### src/rtl/obst_pkg.sv
// Shared widths, types, controller commands and the table address function.
package obst_pkg;

    localparam int MAX_KEYS    = 64;
    localparam int WEIGHT_BITS = 12;
    localparam int DIM         = MAX_KEYS + 1;
    localparam int KEY_W       = $clog2(DIM);
    localparam int CNT_W       = $clog2(DIM + 1);
    localparam int ACC_W       = WEIGHT_BITS + KEY_W + 1;
    localparam int COST_W      = ACC_W + KEY_W;
    localparam int ADDR_W      = $clog2(DIM * DIM);

    typedef logic [WEIGHT_BITS-1:0] wgt_t;
    typedef logic [KEY_W-1:0]       key_t;
    typedef logic [CNT_W-1:0]       cnt_t;
    typedef logic [ACC_W-1:0]       acc_t;
    typedef logic [COST_W-1:0]      cost_t;
    typedef logic [ADDR_W-1:0]      addr_t;

    typedef enum logic [2:0] {
        ST_LOAD,
        ST_DIAG,
        ST_ROOT,
        ST_WINDOW,
        ST_SCAN,
        ST_DRAIN,
        ST_WRITE,
        ST_FINISH
    } state_t;

    typedef struct packed {
        logic accept;
        logic diag_step;
        logic root_read;
        logic window_set;
        logic scan_step;
        logic scan_drain;
        logic entry_write;
        logic result_load;
    } cmd_t;

    typedef struct packed {
        logic last_in;
        logic diag_done;
        logic n_zero;
        logic last_cand;
        logic fill_done;
        logic out_free;
    } stat_t;

    // Flat address of entry (row, col) in the square tables.
    function automatic addr_t tab_addr(input key_t row, input key_t col);
        tab_addr = addr_t'(row) * addr_t'(DIM) + addr_t'(col);
    endfunction

endpackage

### src/rtl/obst_ctrl.sv
// Sequencing state machine for loading, table fill and result hand-off.
module obst_ctrl (
    input  logic            clk,
    input  logic            rst_n,
    input  logic            in_valid,
    output logic            in_stall,
    input  obst_pkg::stat_t stat,
    output obst_pkg::cmd_t  cmd
);

    obst_pkg::state_t state_reg;
    obst_pkg::state_t state_next;

    always_ff @(posedge clk or negedge rst_n)
    begin
        if (!rst_n)
        begin
            state_reg <= obst_pkg::ST_LOAD;
        end
        else
        begin
            state_reg <= state_next;
        end
    end

    always_comb
    begin
        state_next = state_reg;
        case (state_reg)
            obst_pkg::ST_LOAD:
            begin
                if (in_valid && stat.last_in)
                begin
                    state_next = obst_pkg::ST_DIAG;
                end
            end
            obst_pkg::ST_DIAG:
            begin
                if (stat.diag_done)
                begin
                    state_next = stat.n_zero ? obst_pkg::ST_FINISH : obst_pkg::ST_ROOT;
                end
            end
            obst_pkg::ST_ROOT:
            begin
                state_next = obst_pkg::ST_WINDOW;
            end
            obst_pkg::ST_WINDOW:
            begin
                state_next = obst_pkg::ST_SCAN;
            end
            obst_pkg::ST_SCAN:
            begin
                if (stat.last_cand)
                begin
                    state_next = obst_pkg::ST_DRAIN;
                end
            end
            obst_pkg::ST_DRAIN:
            begin
                state_next = obst_pkg::ST_WRITE;
            end
            obst_pkg::ST_WRITE:
            begin
                state_next = stat.fill_done ? obst_pkg::ST_FINISH : obst_pkg::ST_ROOT;
            end
            obst_pkg::ST_FINISH:
            begin
                if (stat.out_free)
                begin
                    state_next = obst_pkg::ST_LOAD;
                end
            end
            default:
            begin
                state_next = obst_pkg::ST_LOAD;
            end
        endcase
    end

    always_comb
    begin
        cmd      = '0;
        in_stall = 1'b1;
        case (state_reg)
            obst_pkg::ST_LOAD:
            begin
                in_stall   = 1'b0;
                cmd.accept = in_valid;
            end
            obst_pkg::ST_DIAG:
            begin
                cmd.diag_step = 1'b1;
            end
            obst_pkg::ST_ROOT:
            begin
                cmd.root_read = 1'b1;
            end
            obst_pkg::ST_WINDOW:
            begin
                cmd.window_set = 1'b1;
            end
            obst_pkg::ST_SCAN:
            begin
                cmd.scan_step = 1'b1;
            end
            obst_pkg::ST_DRAIN:
            begin
                cmd.scan_drain = 1'b1;
            end
            obst_pkg::ST_WRITE:
            begin
                cmd.entry_write = 1'b1;
            end
            obst_pkg::ST_FINISH:
            begin
                cmd.result_load = stat.out_free;
            end
            default:
            begin
                in_stall = 1'b1;
            end
        endcase
    end

endmodule

### config.mk
export PLATFORM = sky130hd
export DESIGN_NAME = obst_ctrl
export DESIGN_NICKNAME = d
export VERILOG_FILES = /design/src/rtl/obst_pkg.sv /design/src/rtl/obst_ctrl.sv
export SDC_FILE = /design/constraint.sdc
export NUM_CORES = 1
export LEC_CHECK = 0
export BUFFER_PORTS_ARGS = -buffer_cell sky130_fd_sc_hd__buf_2
export CORE_AREA = 2 2 39 41
export DETAILED_ROUTE_END_ITERATION = 8
export DIE_AREA = 0 0 41 43
export MAX_ROUTING_LAYER = met4
export SYNTH_ARGS = -nofsm -noshare
export SYNTH_HDL_FRONTEND = slang
export SYNTH_SLANG_ARGS = --single-unit
### constraint.sdc
create_clock -name clk -period 1.6 [get_ports clk]
set_input_delay 0.32 -clock clk [delete_from_list [all_inputs] [get_ports clk]]
set_output_delay 0.32 -clock clk [all_outputs]
set_load 0.05 [all_outputs]
# == Word-level counts from Yosys, hierarchy flattened ==
# Cells that the tools add are included.
# op_classes
add_sub_neg,0
mul,0
n_div,0
order_cmp,0
eq_ne,11
shifts,0
muxes,16
bitwise,0
n_reduce_logical,3
# ops
op,count
case mux 3 bit (8 select lines),1
2-to-1 mux 3 bit,6
equality test 3 bit (second input constant),4
2-to-1 mux 1 bit,9
inequality test 2 bit (second input constant),4
equality test 3 x 2 -> 1 bit (second input constant),2
AND reduction 4 bit,1
equality test 3 x 1 -> 1 bit (second input constant),1
zero test 3 bit,1
logical AND 1 bit,1
# word_totals
register_bits,3
latch_bits,0
ramBits,0
mem_bits_ro,0
inputBits,9
wordCells,31
memories,0

# == Longest topological paths before layout ==
# logic_depth
ltp_word,3
ltp_mapped,5

# == Worst setup path before layout ==
# Ideal clock, no wire load.
# synth_path
kind,register to output
startpoint,register state_reg[1]
endpoint,output port cmd[7] (netlist name)
t_arrival_ps,1870
required_time_ps,1280
setup_slack_ps,-590
path_stages_with_launch,4
n_path_buf,1
path_cell_list,dfrtp_1 > buf_2 > or3_1 > nor2_1
# synth_lines
item,line,text
start: declaration,obst_ctrl.sv:11,obst_pkg::state_t state_reg;
start signal: assignment,obst_ctrl.sv:18,state_reg <= obst_pkg::ST_LOAD;
start signal: assignment,obst_ctrl.sv:22,state_reg <= state_next;
end: declaration,obst_ctrl.sv:8,output obst_pkg::cmd_t cmd

==> impl_metrics.env <==
export IMPL_status="finished, violations left"
export IMPL_violations="setup timing"
export IMPL_cp_end_kind="primary output"
export IMPL_first_pass_iters=4
export IMPL_grt_pass1_vias=360
export IMPL_ys_seq_elements=3
export IMPL_tritoncts="built"
export IMPL_clk_latency_ps=240
export IMPL_dieArea_sq_mm=0.00176
export IMPL_finalCriticalPeriod_ps=1640
export IMPL_largest_register_ff_count=3
export IMPL_power_density_mw_per_mm2=2550
export IMPL_seq_area_sq_um=77.6
export IMPL_synth_cells=40
export IMPL_post_route_period_util=1.03
export IMPL_critPathLaunchType="flop"
export IMPL_grt_max_degree=9
export IMPL_vias=386
export IMPL_synthTopCellsByArea="dfrtp_1 26%, nor2_1 9.3%, nand2_1 6.6%"
export IMPL_postRouteAntennaNets=0
export IMPL_synth_net_count=49
export IMPL_final_util=0.383
export IMPL_overflow=0
export IMPL_design_area_sq_um=531
export IMPL_synth_async_reset_ratio=1.00
export IMPL_drive_gt1_frac=0.597
export IMPL_fin_tns_setup_ps=-67.3
export IMPL_tightest_slew_ps=248
export IMPL_gp_congestion=0.781
export IMPL_synth_top_area_frac=0.264
export IMPL_min_path_type="in -> async"
export IMPL_synth_edf_count=0
export IMPL_ys_seq_area_frac=0.264
export IMPL_syn_to_final_growth_pct=86.8
export IMPL_antenna_found_initial=0
export IMPL_finalNetCount=77
export IMPL_cts_buffers=3
export IMPL_crit_arrival_ps=1320
export IMPL_critPathMaxFanout=5
export IMPL_leakage_nw=0.261
export IMPL_grtUsageMet3=0.0628
export IMPL_routed_wl_um=912
export IMPL_met1_usage=0.165
export IMPL_hold_ws_ps=410
export IMPL_cp_required_ps=1280
export IMPL_clk_path_buf_depth=2
export IMPL_max_slew_margin=0.836
export IMPL_dp_cells=74
export IMPL_ir_worst_vdd_uv=1220
export IMPL_nFillCells=146
export IMPL_core_sq_mm=0.00138
export IMPL_ioPinCount=18
export IMPL_clock_sinks=3
export IMPL_grt_util_all_layers=0.129
export IMPL_r2r_end="state_reg[0]$_DFFE_PN0P_"
export IMPL_max_cap_violations=0
export IMPL_cts_root_buf="clkbuf_4"
export IMPL_rr_startpoint="state_reg[1]$_DFFE_PN0P_"
export IMPL_synth_cell_types=20
export IMPL_r2r_cells=5
export IMPL_setup_slack_ps=-43.8
export IMPL_crit_path_start="state_reg[1]$_DFFE_PN0P_"
export IMPL_syn_area_sq_um=284
export IMPL_cts_clk_slew_worst_paths_ps=40
export IMPL_instances_no_fill=83
export IMPL_final_setup_skew_ps=3.51
export IMPL_setup_viol=2
export IMPL_yosys_most_used_dff="dfrtp_1"
export IMPL_rsz0062_at_grt="true"
export IMPL_wl_per_cell_um=11.0
export IMPL_yosysTopAreaCell="dfrtp_1"
export IMPL_drc=0
export IMPL_fmax_mhz=608
export IMPL_vias_per_cell=4.65
export IMPL_busiest_layer="met2"
export IMPL_hold_violations=0
export IMPL_yosys_warnings=0
export IMPL_met2_usage=0.175
export IMPL_dp_hpwl_um=581
export IMPL_place_area_sq_um=422
export IMPL_setup_worst_path_end="cmd[7]"
export IMPL_grt_pass1_wl_mm=1.50
export IMPL_port_buffers=17
export IMPL_start_util=0.205
export IMPL_rows=14
export IMPL_die_h_um=43
export IMPL_htreeDepth=1
export IMPL_reg2reg_slack_ps=70
export IMPL_drt_iter0_drc=11
export IMPL_antenna_cells=0
export IMPL_die_w_um=41
export IMPL_multi_input_area_sq_um=213
export IMPL_worstSetupPathType="reg -> out"
export IMPL_drv_slew=0
export IMPL_syn_avg_cell_area_sq_um=7.10
-- cell families (layout without fill, tap and decap cells) --
kind of cell / Yosys count / count (layout) / share of synthesized area
mux: 1 / 1 / 0.0528
flops: 3 / 3 / 0.264
buf+inv: 6 / 33 / 0.0925
compound gates: 11 / 11 / 0.278
simple gates: 19 / 19 / 0.313
-- how the worst min path moves through the flow --
| stage | start | to | slack [ps] | cells past startpoint |
|---|---|---|---|---|
| finish | rst_n | state_reg[0]$_DFFE_PN0P_ | 410 | 2 |
| CTS | rst_n | state_reg[0]$_DFFE_PN0P_ | 420 | 2 |
| global placement | rst_n | state_reg[2]$_DFFE_PN0P_ | 120 | 1 |
| floorplan | rst_n | state_reg[0]$_DFFE_PN0P_ | 20 | 0 |
| detailed placement | rst_n | state_reg[0]$_DFFE_PN0P_ | 120 | 1 |
| global route | rst_n | state_reg[2]$_DFFE_PN0P_ | 420 | 2 |
-- layer usage --
metal | vias up | routed length [um]
met5 | - | 0
met4 | 0 | 20
met3 | 2 | 55
met2 | 14 | 453
met1 | 179 | 383
li1 | 191 | -
-- synthesized netlist by cell type (2+ instances only) --
master	n
o21ai_0	2
nand2b_1	2
or3_1	2
buf_2	2
inv_1	3
a21oi_1	2
nor2_1	7
o211ai_1	2
dfrtp_1	3
nand2_1	5
-- where the power goes --
part / total, mW / switching [mW] / internal [mW] / leakage (nW)
combinational: 1.03 / 0.606 / 0.424 / 0.213
clock: 0.140 / 0.0461 / 0.0939 / 0.0150
sequential: 0.182 / 0.0575 / 0.125 / 0.0333
total: 1.35 / 0.709 / 0.643 / 0.261
-- timing repair --
action / in CTS / in global routing
resized for setup: 5 / 10
hold endpoints to repair: 3 / 0
setup endpoints to repair: 9 / 8
hold buffers: 1 / 0
pin swaps: 0 / 0
buffers inserted: 4 / 0
gates cloned: 0 / 0
-- area by class of cell --
type	instances	share of cell area
clock buffers	4	0.0495
repair buffers	26	0.344
inverters	3	0.0212
flip-flops and latches	3	0.146
multi-input cells	31	0.401
well taps	16	0.0377
-- critical path: stages, from the launching register on --
cell	delay, ps
dfrtp_2	430
or3_4	400
nor2_4	90
buf_6	160
-- stage by stage --
stage          power [mW]  setup WS, ps
6_report             1.35         -43.8
4_1_cts              1.29         -40.6
2_1_floorplan       0.850          -375
5_1_grt              1.45         -64.9
3_5_place_dp         1.04          76.8
3_3_place_gp         1.04          96.2
-- cell usage in the layout, fill, tap and decap left out, types with 2 or more instances in the layout --
master | netlist | layout
nor2_2 | 0 | 3
o211ai_1 | 2 | 2
dfrtp_2 | 0 | 2
buf_6 | 0 | 2
nand2b_1 | 2 | 2
o21ai_0 | 2 | 2
buf_2 | 2 | 9
nor2_1 | 7 | 3
inv_1 | 3 | 3
a21oi_1 | 2 | 2
clkbuf_4 | 0 | 9
nand2_1 | 5 | 5
buf_4 | 0 | 8
No activity file was read; power rests on OpenSTA's default activity.
